--- src/rtl/stack_machine_executor_defines.svh ---
// assertion macros for the stack machine executor
`ifndef STACK_MACHINE_EXECUTOR_DEFINES_SVH
`define STACK_MACHINE_EXECUTOR_DEFINES_SVH

// same-cycle implication, checked while out of reset
`define SME_ASSERT_NOW(label, ante, cons, msg) \
    label: assert property (@(posedge i_clk) disable iff (!i_rst_n) (ante) |-> (cons)) \
        else $error(msg);

// next-cycle implication, checked while out of reset
`define SME_ASSERT_NEXT(label, ante, cons, msg) \
    label: assert property (@(posedge i_clk) disable iff (!i_rst_n) (ante) |=> (cons)) \
        else $error(msg);

`endif

--- src/rtl/sme_pkg.sv ---
// shared constants and codes of the stack machine executor
package sme_pkg;

    localparam int STACK_DEPTH = 64;
    localparam int REG_COUNT   = 8;
    localparam int CODE_DEPTH  = 256;
    localparam int WORD_WIDTH  = 32;

    localparam int SEL_W = 3;
    localparam int PTR_W = 8;

    typedef enum logic [4:0] {
        OP_LIT = 5'd1,  OP_RTN = 5'd2,  OP_LOD = 5'd3,  OP_STO = 5'd4,
        OP_CAL = 5'd5,  OP_INC = 5'd6,  OP_JMP = 5'd7,  OP_JPC = 5'd8,
        OP_WRT = 5'd9,  OP_RED = 5'd10, OP_HLT = 5'd11, OP_NEG = 5'd12,
        OP_ADD = 5'd13, OP_SUB = 5'd14, OP_MUL = 5'd15, OP_DIV = 5'd16,
        OP_ODD = 5'd17, OP_MOD = 5'd18, OP_EQL = 5'd19, OP_NEQ = 5'd20,
        OP_LSS = 5'd21, OP_LEQ = 5'd22, OP_GTR = 5'd23, OP_GEQ = 5'd24
    } t_op;

    typedef enum logic [1:0] {
        FAULT_NONE  = 2'd0,
        FAULT_DIV   = 2'd1,
        FAULT_RANGE = 2'd2
    } t_fault;

endpackage

--- src/rtl/stack_machine_executor.sv ---
// pm/0 register stack machine executor: one instruction per input transfer
//
// channel  dir  fields (low bit first)
// s_axis   in   opcode[4:0] reg_sel[7:5] level_sel[10:8] operand[26:11]
//               read_value[58:27] (zero pad to 64)
// m_axis   out  next_pc[7:0] frame_base[15:8] stack_top[23:16] write_valid[24]
//               write_value[56:25] halted[57] fault[59:58] (zero pad to 64)
//
// one instruction at a time; the register file has one read port, so the three
// operand reads are done one after another in S_RD1, S_RD2 and S_EXEC before the
// result goes through S_OUT; the next input is taken once S_OUT has loaded the result
// lod/sto/cal add an S_WALK/S_WWAIT pass per static level walked, lod then S_LD and cal S_CAL;
// rtn adds S_RT1 and S_RT2, mul/div/mod iterate in the shared shift unit (S_MD)
// reset (synchronous, active low) clears pc, sp, halt and the valid bits that
// make never-written entries read as zero, and sets bp to 1; no memory sweep is needed
// input is taken again while a result still waits in the output register
`include "stack_machine_executor_defines.svh"

module stack_machine_executor #(
    parameter int STACK_DEPTH = sme_pkg::STACK_DEPTH,
    parameter int CODE_DEPTH  = sme_pkg::CODE_DEPTH,
    parameter int WORD_WIDTH  = sme_pkg::WORD_WIDTH
) (
    input  logic        i_clk,
    input  logic        i_rst_n,
    input  logic        s_axis_tvalid,
    output logic        s_axis_tready,
    input  logic [63:0] s_axis_tdata,  // opcode, reg_sel, level_sel, operand, read_value
    output logic        m_axis_tvalid,
    input  logic        m_axis_tready,
    output logic [63:0] m_axis_tdata   // next_pc, frame_base, stack_top, write_valid,
                                       // write_value, halted, fault
);

    localparam int W    = WORD_WIDTH;
    localparam int AW   = $clog2(STACK_DEPTH);
    localparam int RAW  = $clog2(sme_pkg::REG_COUNT);
    localparam int WX   = ((W > 8) ? W : 8) + 1;
    localparam int IW   = ((WX > 16) ? WX : 16) + 1;
    localparam int CW   = $clog2(W + 1);
    localparam int CRCP = (65536 + CODE_DEPTH - 1) / CODE_DEPTH;
    localparam int SW   = sme_pkg::SEL_W;
    localparam int PW   = sme_pkg::PTR_W;

    typedef enum logic [3:0] {
        S_IDLE, S_RD1, S_RD2, S_EXEC, S_WALK, S_WWAIT, S_LD,
        S_CAL, S_RT1, S_RT2, S_MD, S_OUT
    } t_state;

    // low 8 bits of an address reduced modulo the code depth (reciprocal multiply)
    function automatic logic [PW-1:0] code_addr(input logic [PW-1:0] v);
        logic [24:0] prod;
        logic [15:0] qd;
        prod = 25'(v) * 25'(CRCP);
        qd   = 16'(prod[23:16]) * 16'(CODE_DEPTH);
        return v - qd[PW-1:0];
    endfunction

    t_state               r_state, n_state;
    logic [4:0]           r_op, n_op;
    logic [SW-1:0]        r_rsel, n_rsel;
    logic [SW-1:0]        r_lsel, n_lsel;
    logic signed [15:0]   r_m, n_m;
    logic signed [31:0]   r_rv, n_rv;
    logic [W-1:0]         r_a, n_a, r_c, n_c, r_rr, n_rr;
    logic [PW-1:0]        r_pc, n_pc, r_bp, n_bp, r_sp, n_sp;
    logic [PW-1:0]        r_npc, n_npc, r_nbp, n_nbp, r_nsp, n_nsp;
    logic                 r_halt, n_halt;
    logic [1:0]           r_fault, n_fault;
    logic                 r_wvalid, n_wvalid;
    logic [31:0]          r_wv, n_wv;
    logic signed [WX-1:0] r_x, n_x;
    logic [2:0]           r_cnt, n_cnt;
    logic [W:0]           r_acc, n_acc;
    logic [W-1:0]         r_dvs, n_dvs, r_dvd, n_dvd;
    logic [CW-1:0]        r_mcnt, n_mcnt;
    logic                 r_na, n_na, r_nb, n_nb;
    logic [sme_pkg::REG_COUNT-1:0] r_rf_vld, n_rf_vld;
    logic [STACK_DEPTH-1:0]        r_fs_vld, n_fs_vld;
    logic                 r_rf_ok, r_fs_ok;
    logic                 r_out_valid, n_out_valid;
    logic [63:0]          r_out_data, n_out_data;

    // memory ports
    logic           rf_we;
    logic [RAW-1:0] rf_waddr, rf_raddr;
    logic [W-1:0]   rf_wdata, rf_q, rf_rd;
    logic           fs_we;
    logic [AW-1:0]  fs_waddr, fs_raddr;
    logic [W-1:0]   fs_wdata, fs_q, fs_rd;

    // helpers
    logic                 in_acc, out_load;
    logic signed [63:0]   m_ext, rv_ext;
    logic [W-1:0]         m_w, rv_w, abs_a, abs_c;
    logic signed [IW-1:0] walk_idx;
    logic                 idx_ok;
    logic [9:0]           bp_p3, sp_p4;
    logic [W:0]           md_sh, md_diff;
    logic [W-1:0]         md_quo, md_rem;
    logic                 md_qb;
    logic [PW-1:0]        o_pc, o_bp, o_sp;
    logic                 fault_commit, ptrs_kept;

    sme_ram #(.WIDTH(W), .DEPTH(sme_pkg::REG_COUNT)) u_reg_ram (
        .i_clk  (i_clk),
        .i_we   (rf_we),
        .i_waddr(rf_waddr),
        .i_wdata(rf_wdata),
        .i_raddr(rf_raddr),
        .o_rdata(rf_q)
    );

    sme_ram #(.WIDTH(W), .DEPTH(STACK_DEPTH)) u_stack_ram (
        .i_clk  (i_clk),
        .i_we   (fs_we),
        .i_waddr(fs_waddr),
        .i_wdata(fs_wdata),
        .i_raddr(fs_raddr),
        .o_rdata(fs_q)
    );

    // never-written entries read as zero
    assign rf_rd = r_rf_ok ? rf_q : '0;
    assign fs_rd = r_fs_ok ? fs_q : '0;

    assign s_axis_tready = (r_state == S_IDLE);
    assign in_acc        = s_axis_tvalid && s_axis_tready;
    assign out_load      = (r_state == S_OUT) && (!r_out_valid || m_axis_tready);
    assign m_axis_tvalid = r_out_valid;
    assign m_axis_tdata  = r_out_data;

    assign m_ext    = 64'(r_m);
    assign rv_ext   = 64'(r_rv);
    assign m_w      = m_ext[W-1:0];
    assign rv_w     = rv_ext[W-1:0];
    assign abs_a    = r_a[W-1] ? (W'(0) - r_a) : r_a;
    assign abs_c    = r_c[W-1] ? (W'(0) - r_c) : r_c;
    assign walk_idx = IW'(r_x) + IW'(r_m);
    assign idx_ok   = !walk_idx[IW-1] && (walk_idx < IW'(STACK_DEPTH));
    assign bp_p3    = 10'(r_bp) + 10'd3;
    assign sp_p4    = 10'(r_sp) + 10'd4;

    // restoring divide step
    assign md_sh   = {r_acc[W-1:0], r_dvd[W-1]};
    assign md_diff = md_sh - {1'b0, r_dvs};
    assign md_qb   = !md_diff[W];

    // result pointers: a faulted instruction leaves everything as it was
    assign o_pc = (r_fault != sme_pkg::FAULT_NONE) ? r_pc : r_npc;
    assign o_bp = (r_fault != sme_pkg::FAULT_NONE) ? r_bp : r_nbp;
    assign o_sp = (r_fault != sme_pkg::FAULT_NONE) ? r_sp : r_nsp;

    assign fault_commit = out_load && (r_fault != sme_pkg::FAULT_NONE);
    assign ptrs_kept    = (n_pc == r_pc) && (n_bp == r_bp) && (n_sp == r_sp);

    always_comb begin
        n_state = r_state;
        n_op = r_op; n_rsel = r_rsel; n_lsel = r_lsel; n_m = r_m; n_rv = r_rv;
        n_a = r_a; n_c = r_c; n_rr = r_rr;
        n_pc = r_pc; n_bp = r_bp; n_sp = r_sp; n_halt = r_halt;
        n_npc = r_npc; n_nbp = r_nbp; n_nsp = r_nsp;
        n_fault = r_fault; n_wvalid = r_wvalid; n_wv = r_wv;
        n_x = r_x; n_cnt = r_cnt;
        n_acc = r_acc; n_dvs = r_dvs; n_dvd = r_dvd; n_mcnt = r_mcnt;
        n_na = r_na; n_nb = r_nb;
        n_rf_vld = r_rf_vld; n_fs_vld = r_fs_vld;
        n_out_data = r_out_data;
        n_out_valid = (r_out_valid && !m_axis_tready);
        rf_we = 1'b0; rf_waddr = r_rsel; rf_wdata = '0; rf_raddr = r_rsel;
        fs_we = 1'b0; fs_waddr = '0; fs_wdata = '0; fs_raddr = '0;
        md_quo = '0; md_rem = '0;

        unique case (r_state)
            S_IDLE: begin
                rf_raddr = s_axis_tdata[10:8];
                if (in_acc) begin
                    n_op     = s_axis_tdata[4:0];
                    n_rsel   = s_axis_tdata[7:5];
                    n_lsel   = s_axis_tdata[10:8];
                    n_m      = s_axis_tdata[26:11];
                    n_rv     = s_axis_tdata[58:27];
                    n_nbp    = r_bp;
                    n_nsp    = r_sp;
                    n_fault  = sme_pkg::FAULT_NONE;
                    n_wvalid = 1'b0;
                    n_wv     = '0;
                    if (r_halt) begin
                        // halted: result repeats the current state
                        n_npc   = r_pc;
                        n_state = S_OUT;
                    end else begin
                        n_npc   = code_addr(r_pc + PW'(1));
                        n_state = S_RD1;
                    end
                end
            end
            S_RD1: begin
                n_a      = rf_rd;
                rf_raddr = r_m[SW-1:0];
                n_state  = S_RD2;
            end
            S_RD2: begin
                n_c      = rf_rd;
                rf_raddr = r_rsel;
                n_state  = S_EXEC;
            end
            S_EXEC: begin
                n_rr    = rf_rd;
                n_state = S_OUT;
                unique case (r_op)
                    sme_pkg::OP_LIT: begin
                        rf_we = 1'b1; rf_wdata = m_w;
                    end
                    sme_pkg::OP_RTN: begin
                        if (bp_p3 >= 10'(STACK_DEPTH)) begin
                            n_fault = sme_pkg::FAULT_RANGE;
                        end else begin
                            fs_raddr = AW'(r_bp) + AW'(2);
                            n_state  = S_RT1;
                        end
                    end
                    sme_pkg::OP_LOD, sme_pkg::OP_STO, sme_pkg::OP_CAL: begin
                        n_x     = $signed(WX'(r_bp));
                        n_cnt   = r_lsel;
                        n_state = S_WALK;
                    end
                    sme_pkg::OP_INC: n_nsp = r_sp + PW'(r_m);
                    sme_pkg::OP_JMP: n_npc = code_addr(r_m[PW-1:0]);
                    sme_pkg::OP_JPC: begin
                        if (rf_rd == '0) begin
                            n_npc = code_addr(r_m[PW-1:0]);
                        end
                    end
                    sme_pkg::OP_WRT: begin
                        n_wvalid = 1'b1; n_wv = 32'(rf_rd);
                    end
                    sme_pkg::OP_RED: begin
                        rf_we = 1'b1; rf_wdata = rv_w;
                    end
                    sme_pkg::OP_HLT: n_halt = 1'b1;
                    sme_pkg::OP_NEG: begin
                        rf_we = 1'b1; rf_wdata = W'(0) - rf_rd;
                    end
                    sme_pkg::OP_ADD: begin
                        rf_we = 1'b1; rf_wdata = r_a + r_c;
                    end
                    sme_pkg::OP_SUB: begin
                        rf_we = 1'b1; rf_wdata = r_a - r_c;
                    end
                    sme_pkg::OP_MUL: begin
                        n_acc = '0; n_dvs = r_a; n_dvd = r_c;
                        n_mcnt = CW'(W); n_state = S_MD;
                    end
                    sme_pkg::OP_DIV, sme_pkg::OP_MOD: begin
                        if (r_c == '0) begin
                            n_fault = sme_pkg::FAULT_DIV;
                        end else begin
                            n_acc = '0; n_dvs = abs_c; n_dvd = abs_a;
                            n_na = r_a[W-1]; n_nb = r_c[W-1];
                            n_mcnt = CW'(W); n_state = S_MD;
                        end
                    end
                    sme_pkg::OP_ODD: begin
                        rf_we    = 1'b1;
                        rf_wdata = !rf_rd[0] ? '0 : (rf_rd[W-1] ? '1 : W'(1));
                    end
                    sme_pkg::OP_EQL: begin
                        rf_we = 1'b1; rf_wdata = W'(r_a == r_c);
                    end
                    sme_pkg::OP_NEQ: begin
                        rf_we = 1'b1; rf_wdata = W'(r_a != r_c);
                    end
                    sme_pkg::OP_LSS: begin
                        rf_we = 1'b1; rf_wdata = W'($signed(r_a) < $signed(r_c));
                    end
                    sme_pkg::OP_LEQ: begin
                        rf_we = 1'b1; rf_wdata = W'(!($signed(r_c) < $signed(r_a)));
                    end
                    sme_pkg::OP_GTR: begin
                        rf_we = 1'b1; rf_wdata = W'($signed(r_c) < $signed(r_a));
                    end
                    sme_pkg::OP_GEQ: begin
                        rf_we = 1'b1; rf_wdata = W'(!($signed(r_a) < $signed(r_c)));
                    end
                    default: ;  // unknown opcodes only advance the counter
                endcase
            end
            S_WALK: begin
                if (r_cnt == 3'd0) begin
                    n_state = S_OUT;
                    if (r_op == sme_pkg::OP_CAL) begin
                        if (sp_p4 >= 10'(STACK_DEPTH)) begin
                            n_fault = sme_pkg::FAULT_RANGE;
                        end else begin
                            n_state = S_CAL;
                        end
                    end else if (!idx_ok) begin
                        n_fault = sme_pkg::FAULT_RANGE;
                    end else if (r_op == sme_pkg::OP_LOD) begin
                        fs_raddr = walk_idx[AW-1:0];
                        n_state  = S_LD;
                    end else begin
                        fs_we    = 1'b1;
                        fs_waddr = walk_idx[AW-1:0];
                        fs_wdata = r_rr;
                        n_fs_vld[walk_idx[AW-1:0]] = 1'b1;
                    end
                end else if (r_x < 0 || r_x >= WX'(STACK_DEPTH - 1)) begin
                    n_fault = sme_pkg::FAULT_RANGE;
                    n_state = S_OUT;
                end else begin
                    // static link sits one above the frame base
                    fs_raddr = r_x[AW-1:0] + AW'(1);
                    n_state  = S_WWAIT;
                end
            end
            S_WWAIT: begin
                n_x     = WX'($signed(fs_rd));
                n_cnt   = r_cnt - 3'd1;
                n_state = S_WALK;
            end
            S_LD: begin
                rf_we = 1'b1; rf_wdata = fs_rd;
                n_state = S_OUT;
            end
            S_CAL: begin
                // new frame: zero, static link, dynamic link, return address
                fs_we    = 1'b1;
                fs_waddr = AW'(r_sp) + AW'(r_cnt) + AW'(1);
                n_fs_vld[fs_waddr] = 1'b1;
                unique case (r_cnt[1:0])
                    2'd0: fs_wdata = '0;
                    2'd1: fs_wdata = r_x[W-1:0];
                    2'd2: fs_wdata = W'(r_bp);
                    default: fs_wdata = W'(r_npc);
                endcase
                n_cnt = r_cnt + 3'd1;
                if (r_cnt == 3'd3) begin
                    n_nbp   = r_sp + PW'(1);
                    n_npc   = code_addr(r_m[PW-1:0]);
                    n_state = S_OUT;
                end
            end
            S_RT1: begin
                n_nbp    = fs_rd[PW-1:0];
                fs_raddr = AW'(r_bp) + AW'(3);
                n_state  = S_RT2;
            end
            S_RT2: begin
                n_npc   = code_addr(fs_rd[PW-1:0]);
                n_nsp   = r_bp - PW'(1);
                n_state = S_OUT;
            end
            S_MD: begin
                n_mcnt = r_mcnt - CW'(1);
                if (r_op == sme_pkg::OP_MUL) begin
                    n_acc = (W+1)'(r_acc[W-1:0] + (r_dvd[0] ? r_dvs : '0));
                    n_dvs = r_dvs << 1;
                    n_dvd = r_dvd >> 1;
                end else begin
                    n_acc = md_qb ? md_diff : md_sh;
                    n_dvd = {r_dvd[W-2:0], md_qb};
                end
                md_quo = (r_na ^ r_nb) ? (W'(0) - n_dvd) : n_dvd;
                md_rem = r_na ? (W'(0) - n_acc[W-1:0]) : n_acc[W-1:0];
                if (r_mcnt == CW'(1)) begin
                    rf_we   = 1'b1;
                    n_state = S_OUT;
                    priority if (r_op == sme_pkg::OP_MUL) rf_wdata = n_acc[W-1:0];
                    else if (r_op == sme_pkg::OP_DIV)     rf_wdata = md_quo;
                    else                                  rf_wdata = md_rem;
                end
            end
            S_OUT: begin
                if (out_load) begin
                    n_pc        = o_pc;
                    n_bp        = o_bp;
                    n_sp        = o_sp;
                    n_out_valid = 1'b1;
                    n_out_data  = {4'd0, r_fault, r_halt, r_wv, r_wvalid, o_sp, o_bp, o_pc};
                    n_state     = S_IDLE;
                end
            end
            default: n_state = S_IDLE;
        endcase

        if (rf_we) begin
            n_rf_vld[rf_waddr] = 1'b1;
        end
    end

    always_ff @(posedge i_clk) begin
        r_op <= n_op; r_rsel <= n_rsel; r_lsel <= n_lsel; r_m <= n_m; r_rv <= n_rv;
        r_a <= n_a; r_c <= n_c; r_rr <= n_rr;
        r_npc <= n_npc; r_nbp <= n_nbp; r_nsp <= n_nsp;
        r_fault <= n_fault; r_wvalid <= n_wvalid; r_wv <= n_wv;
        r_x <= n_x; r_cnt <= n_cnt;
        r_acc <= n_acc; r_dvs <= n_dvs; r_dvd <= n_dvd; r_mcnt <= n_mcnt;
        r_na <= n_na; r_nb <= n_nb;
        r_out_data <= n_out_data;
        r_rf_ok <= r_rf_vld[rf_raddr];
        r_fs_ok <= r_fs_vld[fs_raddr];
        if (!i_rst_n) begin
            r_state     <= S_IDLE;
            r_pc        <= '0;
            r_bp        <= PW'(1);
            r_sp        <= '0;
            r_halt      <= 1'b0;
            r_rf_vld    <= '0;
            r_fs_vld    <= '0;
            r_out_valid <= 1'b0;
        end else begin
            r_state     <= n_state;
            r_pc        <= n_pc;
            r_bp        <= n_bp;
            r_sp        <= n_sp;
            r_halt      <= n_halt;
            r_rf_vld    <= n_rf_vld;
            r_fs_vld    <= n_fs_vld;
            r_out_valid <= n_out_valid;
        end
    end

    // halt is sticky until reset
    `SME_ASSERT_NEXT(a_halt_sticky, r_halt, r_halt, "halt flag dropped")
    // a faulted instruction commits no pointer change
    `SME_ASSERT_NOW(a_fault_keeps_state, fault_commit, ptrs_kept, "fault changed state")
    // stack memory is written only by store or call
    `SME_ASSERT_NOW(a_stack_write_src, fs_we, (r_state == S_WALK) || (r_state == S_CAL), "stray stack write")

endmodule

--- src/rtl/sme_ram.sv ---
// generic single-write, single-read ram with registered read data
module sme_ram #(
    parameter int WIDTH = 32,
    parameter int DEPTH = 64
) (
    input  logic                     i_clk,
    input  logic                     i_we,
    input  logic [$clog2(DEPTH)-1:0] i_waddr,
    input  logic [WIDTH-1:0]         i_wdata,
    input  logic [$clog2(DEPTH)-1:0] i_raddr,
    output logic [WIDTH-1:0]         o_rdata
);

    logic [WIDTH-1:0] r_mem [DEPTH];

    always_ff @(posedge i_clk) begin
        if (i_we) begin
            r_mem[i_waddr] <= i_wdata;
        end
        o_rdata <= r_mem[i_raddr];
    end

endmodule
--- config.mk ---
export PLATFORM = sky130hd
export DESIGN_NAME = stack_machine_executor
export DESIGN_NICKNAME = d
export VERILOG_FILES = /design/src/rtl/sme_pkg.sv /design/src/rtl/stack_machine_executor.sv /design/src/rtl/sme_ram.sv
export VERILOG_INCLUDE_DIRS = /design/src /design/src/rtl
export SDC_FILE = /design/constraint.sdc
export NUM_CORES = 2
export LEC_CHECK = 0
export BUFFER_PORTS_ARGS = -buffer_cell sky130_fd_sc_hd__buf_4
export CORE_MARGIN = 5
export CORE_UTILIZATION = 38
export CTS_BUF_LIST = sky130_fd_sc_hd__clkbuf_4 sky130_fd_sc_hd__clkbuf_8
export DETAILED_ROUTE_END_ITERATION = 16
export PLACE_DENSITY_LB_ADDON = 0.25
export REMOVE_ABC_BUFFERS = 1
export SETUP_SLACK_MARGIN = 0.15
export SLEW_MARGIN = 20
export SYNTH_ARGS = -nofsm -noshare
export SYNTH_HDL_FRONTEND = slang
export SYNTH_SLANG_ARGS = --single-unit
export TNS_END_PERCENT = 100
--- constraint.sdc ---
create_clock -name i_clk -period 8.75 [get_ports i_clk]
set_input_delay 1.75 -clock i_clk [delete_from_list [all_inputs] [get_ports i_clk]]
set_output_delay 1.75 -clock i_clk [all_outputs]
set_load 0.05 [all_outputs]
==> metrics <==
status finished clean; global route overflow 0; leading area contributor after synthesis edfxtp_1; fin nets 10200; Yosys top cell area share 64.5%; library cells used by synthesis 88; pin count of the biggest net entering global routing 139; crit start category register; core area 331000 sq um; clk buf depth 4; routed len/inst 28.8 um; global-route wire length before repair 598 mm; vias in the first global route 82800; power density over cell area 234 nW/um^2; unrepaired setup endpoints after global routing false; Synthesis Warnings 0; Final Instance Area 145000 sq um; share of layout cells above drive strength 1 15.5%; ys flop type edfxtp_1; critical path type reg -> reg; mapped cell area 126000 sq um; PnR Total Power 33.9 mW; max-slew violations 0; synth cell count leaders 2717 x edfxtp_1, 1205 x nand2_1, 747 x mux2i_1, 551 x nor2_1, 479 x a21oi_1; top post-synthesis cells by area edfxtp_1 65%, mux2i_1 5.9%, nand2_1 3.6%; total number of H-tree levels 5; Vias/cell 5.74; CTS tree built; WP data arrival 9.28 ns; DRC violation total after the first TritonRoute iteration 8795; Worst Setup End Kind register; count leader, synth edfxtp_1; dpl cells 13800; fin cells 14800; worst-margin pin slew 1.27 ns; initial core utilization 38.2%; area delta synth->final 14.6%; Clock Sink Count 2885; Seq/Total Area, Yosys 67.2%; worst-case vdd ir drop 0.212 mV; initial antenna violation count 20; CP max FO 30; Die Footprint 344000 sq um; dpl cell area 135000 sq um; Max Clk Rate 121 MHz; Min-Delay Path Class reg -> reg; Clk Tree Root Cell clkbuf_8; drt drc 0; MaxCap Viol Count 0; routability cong. 0.943; CP required 9.75 ns; DR pass1 iterations 6; EDFF count, synth 2717; Post-CTS Setup Inserts 0; post-route ant nets 0; Worst-Skew Late Latency 1.15 ns; Synth async-reset ratio 0%; Mapped Cells 9512; #FFs+latches synth 2885; Die Y 587 um; final setup fails 0; Routed WL 425 mm; Buffers on Ports 124; io pins 134; Tcrit/Tclk final 94.7%; worst relative slew slack 15.1%; Die Width 587 um; average size of a mapped cell 13.3 sq um; Static Leak 46.9 nW; Reg clk slew, reported paths 0.07 ns; overall routing resource usage 23.7%; hold_buf cts 0; CTS Buf Count 466; R2R Setup Slk 0.47 ns; post-cts sizing count 0; row cnt 211; skew final 0.135 ns; total number of vias 84700; post-DP HPWL 276 mm; sum of negative setup slack 0 ns; final hold viol count 0; Final min period 8.28 ns
[per-stage QoR]
step	utilization (%)	hold WS [ns]	worst slack, ns
floorplan	-	0.400	-14.94
global placement	40.9	0.407	0.322
detailed placement	40.9	0.405	0.325
CTS	43.8	0.380	0.364
global route	43.8	0.407	0.155
finish	43.8	0.380	0.467
[cells in the final DEF (no fill, tap or decap), types with 61 or more instances in the layout]
cell / n
edfxtp_1: 2717
nand2_1: 1204
mux2i_1: 747
clkbuf_8: 497
a21oi_1: 478
nor2_1: 472
buf_4: 449
o22ai_1: 335
o21ai_0: 305
nand3_1: 274
ha_1: 216
inv_1: 201
xnor2_1: 173
clkbuf_4: 170
dfxtp_1: 168
nor4_1: 122
nand4_1: 105
nor3_1: 103
clkinv_1: 96
o211ai_1: 93
nor2_4: 75
o21a_1: 71
clkinv_2: 68
and2_1: 67
mux4_2: 66
xor2_1: 65
a31oi_1: 61
[state kept, by name (all words and copies together), names as in the netlist, 60 cells and up]
| name | flops |
|---|---|
| r_fs_vld | 64 |
| u_stack_ram.r_mem | 2048 |
| u_reg_ram.r_mem | 256 |
| m_axis_tdata | 60 |
[worst max-delay path, stage by stage, from the launching register on]
cell       delay (ns)
edfxtp_1         0.84
ha_1             0.51
a21oi_1          0.39
o21ai_0          0.22
a2111oi_0        0.67
o2111ai_1        0.23
a2111oi_2        0.28
nand4_1          0.14
or4_1            0.40
or4_1            0.63
nor4_4           0.19
buf_4            0.33
a31o_4           0.48
buf_12           0.29
buf_12           0.27
buf_12           0.24
mux2i_1          0.23
o22ai_1          0.12
nor4_1           0.90
buf_4            0.24
nor2_1           0.03
or4_1            0.51
[power breakdown]
part | switching (mW) | internal (mW)
Sequential | 0.507 | 15.5
Clock | 5.56 | 6.43
Combinational | 3.79 | 2.10
Total | 9.85 | 24.0
[path summary, 6_finish.rpt]
kind                                    endpoint              startpoint  depth (start not counted)
setup / recovery  u_stack_ram.o_rdata[6]$_DFF_P_       r_m[15]$_DFFE_PP_                         21
setup reg to reg  u_stack_ram.o_rdata[6]$_DFF_P_       r_m[15]$_DFFE_PP_                         21
hold reg to reg       m_axis_tdata[50]$_DFFE_PP_  r_wv[25]$_SDFFCE_PN0P_                          0
hold / removal        m_axis_tdata[50]$_DFFE_PP_  r_wv[25]$_SDFFCE_PN0P_                          0
[cell type report]
type / count / area [sq um]
clock buffer: 667 / 8120
timing repair buffer: 505 / 4500
sequential: 2885 / 85000
inverter: 206 / 774
tap: 4366 / 5460
antenna: 34 / 85.1
fill: 29900 / 186000
clock inverter: 203 / 1490
multi-input combinational: 5885 / 39600
[metal layers]
layer | part of all wire [%] | up-vias | track usage [%]
li1 | - | 37200 | -
met3 | 7.3 | 846 | 3.97
met1 | 39 | 42900 | 29.6
met2 | 48 | 3761 | 39.7
met5 | 0 | - | 0
met4 | 6.0 | 0 | 12.3
[logic make-up (layout without fill, tap and decap cells)]
group	after synthesis	count (layout)	synth area share (%)
other	1	38	0.00297
AND/OR/NAND/NOR	2692	2692	9.57
multiplexers	871	871	7.60
AO/OA/AOI/OAI	1854	1854	9.36
flip-flops	2885	2885	67.2
XOR/XNOR	240	240	1.66
adder cells (fa/ha/maj)	224	224	2.26
buffers and inverters	745	1581	2.36
No activity file was read; power rests on OpenSTA's default activity.
